<file path="config.mk">
export PLATFORM = sky130hd
export DESIGN_NAME = multi_click_button_decoder_top
export DESIGN_NICKNAME = d
export VERILOG_FILES = /design/src/mcbd_pkg.sv /design/src/mcbd_csr.sv /design/src/mcbd_core.sv /design/src/multi_click_button_decoder_top.sv
export SDC_FILE = /design/constraint.sdc
export NUM_CORES = 1
export LEC_CHECK = 0
export ABC_CLOCK_PERIOD_IN_PS = 7400
export BUFFER_PORTS_ARGS = -buffer_cell sky130_fd_sc_hd__buf_2
export CORE_ASPECT_RATIO = 0.7
export CORE_MARGIN = 2
export CORE_UTILIZATION = 50
export DETAILED_ROUTE_END_ITERATION = 7
export GPL_TIMING_DRIVEN = 1
export MAX_ROUTING_LAYER = met4
export PLACE_DENSITY = 0.76
export SLEW_MARGIN = 10
export SYNTH_ARGS = -nofsm -noshare
export SYNTH_HDL_FRONTEND = slang
export SYNTH_HIERARCHICAL = 1
export SYNTH_SLANG_ARGS = --single-unit
export TNS_END_PERCENT = 5
</file>
<file path="constraint.sdc">
create_clock -name clock -period 7.4 [get_ports clock]
set_input_delay 0.37 -clock clock [delete_from_list [all_inputs] [get_ports clock]]
set_output_delay 0.37 -clock clock [all_outputs]
set_load 0.01 [all_outputs]
</file>
<file path="src/mcbd_pkg.sv">
`default_nettype none
package mcbd_pkg;

   // timer and tally widths
   localparam int TimerW = 16;
   localparam int TallyW = 4;
   localparam logic [TimerW-1:0] TIMER_MAX = {TimerW{1'b1}};
   localparam logic [TallyW-1:0] TALLY_MAX = {TallyW{1'b1}};
   // click counts up to this start a blackout
   localparam logic [TallyW-1:0] BLACKOUT_TALLY_MAX = TallyW'(4);

   // event codes
   localparam logic [1:0] EV_NONE   = 2'd0;
   localparam logic [1:0] EV_CLICKS = 2'd1;
   localparam logic [1:0] EV_LONG   = 2'd2;

   // register indexes
   localparam int CsrIdxW = 2;
   localparam logic [CsrIdxW-1:0] CSR_CLICK_GAP  = 2'd0;
   localparam logic [CsrIdxW-1:0] CSR_LONG_PRESS = 2'd1;
   localparam logic [CsrIdxW-1:0] CSR_COOLDOWN   = 2'd2;
   localparam logic [CsrIdxW-1:0] CSR_BLACKOUT   = 2'd3;

   // register reset values
   localparam logic [TimerW-1:0] CLICK_GAP_RST  = 16'd300;
   localparam logic [TimerW-1:0] LONG_PRESS_RST = 16'd5000;
   localparam logic [TimerW-1:0] COOLDOWN_RST   = 16'd500;
   localparam logic [TimerW-1:0] BLACKOUT_RST   = 16'd1100;

   typedef struct packed {
      logic [TimerW-1:0] click_gap_ms;
      logic [TimerW-1:0] long_press_ms;
      logic [TimerW-1:0] cooldown_ms;
      logic [TimerW-1:0] blackout_ms;
   } cfg_type;

   typedef struct packed {
      logic              armed;
      logic [TallyW-1:0] clicks;
      logic [1:0]        event_res;
   } result_type;

endpackage
`default_nettype wire

</file>
<file path="src/mcbd_csr.sv">
`default_nettype none
module mcbd_csr
   import mcbd_pkg::*;
(
   input  wire logic               clock,
   input  wire logic               reset,
   input  wire logic               csr_we,
   input  wire logic [CsrIdxW-1:0] csr_index,
   input  wire logic [TimerW-1:0]  csr_wdata,
   output cfg_type                 cfg
);

   cfg_type cfg_ff;
   cfg_type cfg_in;

   // decode the write index
   always_comb begin
      cfg_in = cfg_ff;
      if (csr_we) begin
         unique case (csr_index)
            CSR_CLICK_GAP:  cfg_in.click_gap_ms  = csr_wdata;
            CSR_LONG_PRESS: cfg_in.long_press_ms = csr_wdata;
            CSR_COOLDOWN:   cfg_in.cooldown_ms   = csr_wdata;
            CSR_BLACKOUT:   cfg_in.blackout_ms   = csr_wdata;
            default:        cfg_in = cfg_ff;
         endcase
      end
   end

   always_ff @(posedge clock) begin
      if (reset) begin
         cfg_ff.click_gap_ms  <= CLICK_GAP_RST;
         cfg_ff.long_press_ms <= LONG_PRESS_RST;
         cfg_ff.cooldown_ms   <= COOLDOWN_RST;
         cfg_ff.blackout_ms   <= BLACKOUT_RST;
      end else begin
         cfg_ff <= cfg_in;
      end
   end

   assign cfg = cfg_ff;

endmodule
`default_nettype wire

</file>
<file path="src/mcbd_core.sv">
`default_nettype none
module mcbd_core
   import mcbd_pkg::*;
(
   input  wire logic clock,
   input  wire logic reset,
   input  wire logic step,
   input  wire logic pressed,
   input  wire cfg_type cfg,
   output result_type result
);

   logic              last_level_ff, last_level_in;
   logic              holding_ff, holding_in;
   logic              long_done_ff, long_done_in;
   logic              accepting_ff, accepting_in;
   logic [TallyW-1:0] tally_ff, tally_in;
   logic [TimerW-1:0] hold_time_ff, hold_time_in;
   logic [TimerW-1:0] since_release_ff, since_release_in;
   logic [TimerW-1:0] since_event_ff, since_event_in;
   logic [TimerW-1:0] blackout_left_ff, blackout_left_in;

   logic fell;
   logic rose;
   logic long_hit;
   logic click_hit;

   // one tick of the decoder
   always_comb begin
      fell = pressed & ~last_level_ff;
      rose = ~pressed & last_level_ff;
      long_hit = 1'b0;
      click_hit = 1'b0;

      last_level_in    = pressed;
      holding_in       = holding_ff;
      long_done_in     = long_done_ff;
      accepting_in     = accepting_ff;
      tally_in         = tally_ff;
      // free-running timers saturate
      hold_time_in     = (hold_time_ff == TIMER_MAX) ? TIMER_MAX : hold_time_ff + 1'b1;
      since_release_in = (since_release_ff == TIMER_MAX) ? TIMER_MAX
                                                         : since_release_ff + 1'b1;
      since_event_in   = (since_event_ff == TIMER_MAX) ? TIMER_MAX : since_event_ff + 1'b1;
      blackout_left_in = blackout_left_ff;

      result.event_res = EV_NONE;
      result.clicks    = '0;

      if (blackout_left_ff != '0) begin
         // blackout: only follow the level
         blackout_left_in = blackout_left_ff - 1'b1;
      end else begin
         // rearm once released and cooled down
         if (!accepting_ff && !pressed && since_event_in >= cfg.cooldown_ms)
            accepting_in = 1'b1;

         if (accepting_in) begin
            if (fell) begin
               holding_in   = 1'b1;
               hold_time_in = '0;
               long_done_in = 1'b0;
            end

            // long press
            long_hit = holding_in & pressed & ~long_done_in
                       & (hold_time_in >= cfg.long_press_ms);
            if (long_hit) begin
               long_done_in     = 1'b1;
               tally_in         = '0;
               accepting_in     = 1'b0;
               since_event_in   = '0;
               result.event_res = EV_LONG;
            end

            // count a click on release
            if (rose) begin
               if (!long_done_in) begin
                  if (tally_in != TALLY_MAX)
                     tally_in = tally_in + 1'b1;
                  since_release_in = '0;
               end
               holding_in = 1'b0;
            end

            // close the click sequence after the gap
            click_hit = ~holding_in & (tally_in != '0)
                        & (since_release_in >= cfg.click_gap_ms);
            if (click_hit) begin
               result.event_res = EV_CLICKS;
               result.clicks    = tally_in;
               if (tally_in <= BLACKOUT_TALLY_MAX)
                  blackout_left_in = (cfg.blackout_ms != '0) ? cfg.blackout_ms - 1'b1 : '0;
               tally_in       = '0;
               accepting_in   = 1'b0;
               since_event_in = '0;
            end
         end
      end

      result.armed = accepting_in;
   end

   // advance state on each tick taken
   always_ff @(posedge clock) begin
      if (reset) begin
         last_level_ff    <= 1'b0;
         holding_ff       <= 1'b0;
         long_done_ff     <= 1'b0;
         accepting_ff     <= 1'b1;
         tally_ff         <= '0;
         hold_time_ff     <= '0;
         since_release_ff <= '0;
         since_event_ff   <= '0;
         blackout_left_ff <= '0;
      end else if (step) begin
         last_level_ff    <= last_level_in;
         holding_ff       <= holding_in;
         long_done_ff     <= long_done_in;
         accepting_ff     <= accepting_in;
         tally_ff         <= tally_in;
         hold_time_ff     <= hold_time_in;
         since_release_ff <= since_release_in;
         since_event_ff   <= since_event_in;
         blackout_left_ff <= blackout_left_in;
      end
   end

endmodule
`default_nettype wire

</file>
<file path="src/multi_click_button_decoder_top.sv">
// An accepted req word passes the input register, then the result register, before
// its rsp word leaves; the decoder state advances once per word.
// Throughput: one word per cycle unless a low rsp_tready stalls the output.
// Reset: synchronous, active high; registers return to their default values,
// the decoder is armed and both pipeline stages are empty.
`default_nettype none
module multi_click_button_decoder_top
   import mcbd_pkg::*;
(
   input  wire logic               clock,
   input  wire logic               reset,
   // req_tdata: [0] pressed, [7:1] zero
   input  wire logic               req_tvalid,
   output logic                    req_tready,
   input  wire logic [7:0]         req_tdata,
   // rsp_tdata: [1:0] event_res, [5:2] clicks, [6] armed, [7] zero
   output logic                    rsp_tvalid,
   input  wire logic               rsp_tready,
   output logic [7:0]              rsp_tdata,
   input  wire logic               csr_we,
   input  wire logic [CsrIdxW-1:0] csr_index,
   input  wire logic [TimerW-1:0]  csr_wdata
);

   cfg_type    cfg;
   result_type result;

   logic       in_valid_ff, in_valid_in;
   logic       in_pressed_ff;
   logic       out_valid_ff, out_valid_in;
   result_type out_data_ff;
   logic       out_open;
   logic       step;

   mcbd_csr u_csr (
      .clock     (clock),
      .reset     (reset),
      .csr_we    (csr_we),
      .csr_index (csr_index),
      .csr_wdata (csr_wdata),
      .cfg       (cfg)
   );

   mcbd_core u_core (
      .clock   (clock),
      .reset   (reset),
      .step    (step),
      .pressed (in_pressed_ff),
      .cfg     (cfg),
      .result  (result)
   );

   // pipeline handshake
   assign out_open     = ~out_valid_ff | rsp_tready;
   assign step         = in_valid_ff & out_open;
   assign req_tready   = ~in_valid_ff | step;
   assign in_valid_in  = (req_tvalid & req_tready) | (in_valid_ff & ~step);
   assign out_valid_in = step | (out_valid_ff & ~rsp_tready);

   always_ff @(posedge clock) begin
      if (reset) begin
         in_valid_ff  <= 1'b0;
         out_valid_ff <= 1'b0;
      end else begin
         in_valid_ff  <= in_valid_in;
         out_valid_ff <= out_valid_in;
      end
   end

   // capture input word and result word
   always_ff @(posedge clock) begin
      if (req_tvalid && req_tready)
         in_pressed_ff <= req_tdata[0];
      if (step)
         out_data_ff <= result;
   end

   assign rsp_tvalid = out_valid_ff;
   assign rsp_tdata  = {1'b0, out_data_ff.armed, out_data_ff.clicks, out_data_ff.event_res};

endmodule
`default_nettype wire
</file>
==> results_dict.tcl, run 1 <==
set metrics [dict create \
    status "finished, final reports clean" \
    cts_buffers 17 \
    p_leak_uw 0.004095 \
    synth.avg_cell_area_um2 8.380 \
    rsz0062_at_grt "false" \
    cap_viol_max_count 0 \
    layout.nets 1151 \
    antenna_found_initial 0 \
    drc_errors 0 \
    synth_cell_types 76 \
    area_growth_pct 9.547 \
    clockPowerShare_pct 30.8 \
    synth_mux_area_share_pct 7.753 \
    worstSetupPathDepth 26 \
    clk_latency_ps 420 \
    grt_max_degree 97 \
    critPathRequiredTime_ps 7770 \
    critical_path_arrival_ps 6780 \
    clockBufferDepth 2 \
    holdBufCountCts 0 \
    num_rows 40 \
    mostFrequentLayoutCells "138 x dfxtp_1, 88 x nor2_1, 87 x a21oi_1" \
    grt_pass1_wl_um 35630 \
    synth_compound_area_share_pct 16.26 \
    synth_xor_area_share_pct 4.416 \
    routed_wl_um 21760 \
    overflow 0 \
    final_common_cell "dfxtp_1" \
    final_util_pct 56.46 \
    pwr-share-comb_pct 37.9 \
    crit_path_end_kind "register" \
    first_iter_violations 725 \
    synth_top_family_by_area "simple AND/OR/NAND/NOR gates" \
    totalPowerFinal_uw 2901 \
    cts_tree "yes" \
    setup_tns_ps 0 \
    worstSetupPathType "register to register" \
    design_area_um2 9777 \
    core_area_um2 17320 \
    cp_max_fo 25 \
    hp-class "input port to register" \
    cp_num_buf_inv 2 \
    worst_pin_slew_ps 1154 \
    finalHoldViolations 0 \
    synth_flop_cell "dfxtp_1" \
    pwr-share-seq_pct 31.3 \
    final-max-slew-violation-count 0 \
    whs_path_depth 1 \
    via_count 7645 \
    multiInputGateArea_um2 5420 \
    synth_edf_count 8 \
    vias_per_cell 5.836 \
    clk_pin_slew_ps 70 \
    fin_ws_ps 987.1 \
    synth-simple-area-share_pct 24.63 \
    h-tree-depth 4 \
    fin_crit_ps 6413 \
    io_pins 41 \
    start_util_pct 51.54 \
    fmax_mhz 155.9 \
    swShare_pct 39.96 \
    synth-async-reset-ratio_pct 0 \
    setup_viol 0 \
    critical-path-slowest-cell "or2_1" \
    gp_congestion 0.8791 \
    die-area_um2 18950 \
    cts_num_sinks 146 \
    ys_seq_elements 146 \
    p_int_uw 1741 \
    p_switching_uw 1159 \
    synth_nets 1150 \
    grt_pass1_vias 7069 \
    fp.dieW_um 163.7 \
    slew_headroom_pct 22.79 \
    port_buffers 32 \
    cts-resized-gates 0 \
    syn_area_um2 8925 \
    synth_fa_ha_area_share_pct 7.570 \
    placed_area_um2 9170 \
    postCtsSetupBuffers 0 \
    peakVddDrop_uv 385.1 \
    routedWlPerCell_um 16.61 \
    power.density_cell_area_nw_per_um2 296.7 \
    reg2reg_slack_ps 990 \
    crit_family "simple AND/OR/NAND/NOR gates" \
    grt.total_usage_pct 24.37 \
    finClkSkew_ps 12.18 \
    period_share_pct 86.66 \
    syn_inst 1065 \
    drive_gt1_share_pct 9.175 \
    seq_area_frac_synth_pct 33.65 \
    cts-root-buf "clkbuf_16" \
    seqCellArea_um2 3003 \
    fillers 1574 \
    dr.pass1.iters 5 \
    crit_path_start_kind "register" \
    diodes 0 \
    dp_hpwl_um 15150 \
    die_h_um 115.8 \
    reg2reg_depth 26 \
    pre_cts_ws_ps 815.8 \
    max_stage_delay_ps 620 \
    ant_nets 0 \
    synth_warnings 6 \
]
cells in the mapped netlist, types with 4 or more instances:
cell type	count	area (µm²)
a21oi_1	87	435.4
and4_1	15	131.4
a22o_1	19	166.4
inv_1	63	236.5
buf_2	10	50.05
or2_2	5	31.28
o21ai_0	37	185.2
a41oi_1	4	35.03
o31ai_1	7	52.55
buf_4	4	30.03
and3_1	24	150.1
nand4_1	9	56.30
xnor2_1	34	297.8
o22ai_1	9	56.30
xor2_1	11	96.34
nand2b_1	69	431.7
nand2_1	69	259.0
or3_1	9	56.30
ha_1	54	675.7
nor2_1	88	330.3
and2_1	7	43.79
o21a_1	8	60.06
edfxtp_1	8	240.2
a32o_1	4	40.04
mux2i_1	68	680.7
clkbuf_1	39	146.4
dfxtp_1	138	2763
a31oi_1	7	43.79
nor3_1	41	205.2
nor4_1	5	31.28
a211oi_1	6	45.04
nand3_1	39	195.2
a21o_1	6	45.04
registers in the layout, summed over array words and instances (netlist names), 4 cells and up:
name and cells:
rsp_tdata 7, u_core/blackout_left_ff 16, u_core/hold_time_ff 16, u_core/since_event_ff 16, u_core/since_release_ff 16, u_core/tally_ff 4
u_csr/cfg 64
layer usage:
metal / wire (µm) / global-route usage, % / up-vias
li1: - / - / 3772
met1: 10770 / 34.91 / 3586
met2: 9153 / 35.04 / 263
met3: 1613 / 5.225 / 24
met4: 218 / 5.614 / 0
met5: 0 / - / -
area by class of cell:
type                    count  area share [%]
clock buffers              18           4.492
clock inverters            14           1.715
inverters                  64           2.483
multi-input cells         798           55.44
flip-flops and latches    146           30.71
well taps                 231           2.956
repair buffers             39           2.201
power by group through the flow:
stage | Clock (µW) | Sequential [µW] | Combinational, µW
after floorplan | 0 | 908 | 833
after global placement | 0 | 920 | 1060
after detailed placement | 0 | 921 | 1060
after CTS | 901 | 905 | 1070
after global routing | 935 | 913 | 1200
final | 894 | 907 | 1100
cells by family (layout without fill, tap and decap cells):
logic type                 Yosys count  in the layout
muxes                               69             69
DFF                                146            146
adders and majority gates           54             54
AOI/OAI and AO/OA                  220            220
other                                1              1
xor gates and xnor gates            45             45
buffers and inverters              121            135
and+or+nand+nor                    409            409
worst paths after layout:
check                                      startpoint                                    end
setup / recovery  u_core/hold_time_ff[0]$_SDFFE_PP0P_  u_core/since_event_ff[1]$_SDFFE_PP0P_
hold / removal                           req_tdata[0]                in_pressed_ff$_DFFE_PP_
setup reg to reg  u_core/hold_time_ff[0]$_SDFFE_PP0P_  u_core/since_event_ff[1]$_SDFFE_PP0P_
hold reg to reg            u_csr/cfg[52]$_SDFFE_PP0P_             u_csr/cfg[52]$_SDFFE_PP0P_
metrics by stage:
| step | instances | hold WS (ps) |
|---|---|---|
| floorplan | 1065 | 432.4 |
| global placement | 1278 | 459.1 |
| detailed placement | 1278 | 462.4 |
| CTS | 1310 | 128.5 |
| global route | 1310 | 131.7 |
| finish | 1310 | 132.5 |
(Power assumes the default switching activity.)
==> inputs of run 2 (changes only) <==
- SYNTH_HIERARCHICAL: 1 -> not set
==> run 2 against run 1 <==
Cell count grew 4.5%. Synthesized area shrank 3.6%. Final area shrank 3.6%. Critical path type unchanged. Highest routed layer unchanged.
==> results_dict.tcl, run 2 <==
set metrics [dict create \
    status "finished, final reports clean" \
    routed_wl_um 21800 \
    crit_family "simple AND/OR/NAND/NOR gates" \
    dp_hpwl_um 14860 \
    routedWlPerCell_um 15.92 \
    overflow 0 \
    pwr-share-seq_pct 34.7 \
    gp_congestion 0.8682 \
    synth_edf_count 8 \
    grt_pass1_wl_um 35710 \
    fillers 1589 \
    synth-async-reset-ratio_pct 0 \
    fmax_mhz 156.9 \
    cts-root-buf "clkbuf_16" \
    core_area_um2 17020 \
    finalHoldViolations 0 \
    synth_commonest_cells "190 x nand2_1, 157 x a21oi_1, 138 x dfxtp_1, 77 x nor2_1, 61 x inv_1" \
    seq_area_frac_synth_pct 34.89 \
    worstSetupPathDepth 21 \
    critPathRequiredTime_ps 7770 \
    setup_tns_ps 0 \
    cp_num_buf_inv 0 \
    setup_viol 0 \
    largest_register_ffs 64 \
    finClkSkew_ps 10.01 \
    cts_buffers 17 \
    clk_pin_slew_ps 60 \
    reg2reg_depth 21 \
    synth_cell_types 72 \
    layout.nets 1211 \
    cts_tree "yes" \
    synth_warnings 0 \
    worstSetupPathType "register to register" \
    start_util_pct 50.58 \
    critical_path_arrival_ps 6750 \
    cts_num_sinks 146 \
    grt.total_usage_pct 24.97 \
    clockPowerShare_pct 31.3 \
    period_share_pct 86.15 \
    crit_chain "ha_1, nand3_1, nor3_2, nand4_1, or3_1, a21oi_1, ha_1, and4_1, a221o_1, a21oi_1, o31ai_1, nor2b_1, ha_1, nand3_1, and2_2, o31ai_1, and3_1, nor4_4, o211ai_1, and2_1, a22o_1" \
    fin_crit_ps 6375 \
    die-area_um2 18300 \
    pwr-share-comb_pct 33.9 \
    critical-path-slowest-cell "or3_1" \
    hp-class "input port to register" \
    worst_pin_slew_ps 1115 \
    critPathMostFrequentCell "ha_1" \
    worst_hold_startpoint "req_tdata[0]" \
    holdPathEnd "in_pressed_ff$_DFFE_PP_" \
    final_cells 1369 \
    h-tree-depth 4 \
    ant_nets 0 \
    reg2reg_slack_ps 1020 \
    clockBufferDepth 2 \
    dr.pass1.iters 5 \
    drc_errors 0 \
    clk_latency_ps 430 \
    grt_pass1_vias 7241 \
    place_inst 1337 \
    final-max-slew-violation-count 0 \
    first_iter_violations 756 \
    cp_max_fo 24 \
    synth.avg_cell_area_um2 7.637 \
    final_common_cell "nand2_1" \
    yosys.area.top_type "dfxtp_1" \
    crit_path_start_kind "register" \
    cts-resized-gates 0 \
    synth_nets 1213 \
    num_rows 40 \
    postCtsSetupBuffers 0 \
    swShare_pct 38.03 \
    p_switching_uw 1023 \
    drive_gt1_share_pct 8.875 \
    syn_inst 1127 \
    antenna_found_initial 0 \
    ys_seq_elements 146 \
    vias_per_cell 5.860 \
    synth.area.top_cells "dfxtp_1 32%, a21oi_1 9.1%, nand2_1 8.3%" \
    grt_max_degree 57 \
    rr_endpoint "u_core.since_event_ff[7]$_SDFFE_PP0P_" \
    synth_flop_cell "dfxtp_1" \
    cap_viol_max_count 0 \
    power.density_cell_area_nw_per_um2 285.6 \
    peakVddDrop_uv 254.4 \
    io_pins 41 \
    slew_headroom_pct 25.38 \
    mostFrequentLayoutCells "190 x nand2_1, 157 x a21oi_1, 138 x dfxtp_1" \
    fp.dieW_um 160.8 \
    diodes 0 \
    die_h_um 113.8 \
    syn_area_um2 8607 \
    holdBufCountCts 0 \
    port_buffers 32 \
    whs_path_depth 1 \
    rsz0062_at_grt "false" \
    via_count 8022 \
    crit_path_end_kind "register" \
    max_stage_delay_ps 780 \
    synth_top_area_share_pct 32.10 \
    area_growth_pct 9.478 \
    worstReg2RegStart "u_core.hold_time_ff[0]$_SDFFE_PP0P_" \
    yosysMostFrequentCell "nand2_1" \
    p_int_uw 1668 \
    p_leak_uw 0.003627 \
]
## run 2: worst max path at each step
stage	startpoint	to
global placement	u_core.hold_time_ff[0]$_SDFFE_PP0P_	u_core.since_event_ff[15]$_SDFFE_PP0P_
detailed placement	u_core.hold_time_ff[0]$_SDFFE_PP0P_	u_core.since_event_ff[2]$_SDFFE_PP0P_
global route	u_core.hold_time_ff[0]$_SDFFE_PP0P_	u_core.since_event_ff[4]$_SDFFE_PP0P_
finish	u_core.hold_time_ff[0]$_SDFFE_PP0P_	u_core.since_event_ff[7]$_SDFFE_PP0P_
CTS	u_core.hold_time_ff[0]$_SDFFE_PP0P_	u_core.since_event_ff[7]$_SDFFE_PP0P_
floorplan	u_core.hold_time_ff[0]$_SDFFE_PP0P_	u_core.since_event_ff[11]$_SDFFE_PP0P_
## run 2: area by class of cell
type | count | area [µm²] | share of cell area (%)
Clock buffer | 18 | 429.2 | 4.555
Clock inverter | 14 | 138.9 | 1.474
Inverter | 63 | 236.5 | 2.510
Multi-Input combinational cell | 855 | 5091 | 54.03
Sequential cell | 146 | 3003 | 31.87
Tap cell | 231 | 289.0 | 3.067
Timing Repair Buffer | 42 | 235.2 | 2.496
## run 2: power groups by stage
stage          clock [µW]  sequential, µW  combinational [µW]
6_report              844             934                 913
5_1_grt               883             941                1000
4_1_cts               852             931                 896
3_5_place_dp            0             947                 886
2_1_floorplan           0             930                 726
3_3_place_gp            0             945                 870
## run 2: layer usage
metal  wire (µm)  track usage (%)
met4         386            7.619
met5           0                -
met1       10630            34.14
met2        9627            37.79
met3        1158            4.618
## run 2: cells by family (layout without fill, tap and decap cells)
family	after synthesis	in the layout	synth area share, %
simple gates	462	462	26.08
compound gates	289	289	20.00
flops	146	146	34.89
buf+inv	126	137	6.047
fa+ha+maj	55	55	7.995
xor+xnor	44	44	4.477
mux	4	4	0.4652
other cells	1	1	0.04357
## run 2: worst register-to-register path: stages (launching register included)
cell and delay (ps):
dfxtp_1 430, ha_1 300, nand3_1 160, nor3_2 390, nand4_1 250, or3_1 780
a21oi_1 260, ha_1 270, and4_1 220, a221o_1 340, a21oi_1 120, o31ai_1 180
nor2b_1 200, ha_1 230, nand3_1 140, and2_2 250, o31ai_1 300, and3_1 270
nor4_4 70, o211ai_1 360, and2_1 580, a22o_1 220
## run 2: per-stage QoR
| step | hold WS, ps | total power, µW | util, % | area, µm² | setup slack, ps |
|---|---|---|---|---|---|
| after global placement | 442.9 | 1815 | 52.04 | 8855 | 1253 |
| after global routing | 112.6 | 2828 | 55.38 | 9423 | 517.9 |
| final | 117.9 | 2691 | 55.38 | 9423 | 1025 |
| after floorplan | 436.3 | 1656 | - | 8607 | 2009 |
| after detailed placement | 449.3 | 1834 | 52.04 | 8855 | 1184 |
| after CTS | 106.7 | 2679 | 55.38 | 9423 | 1109 |
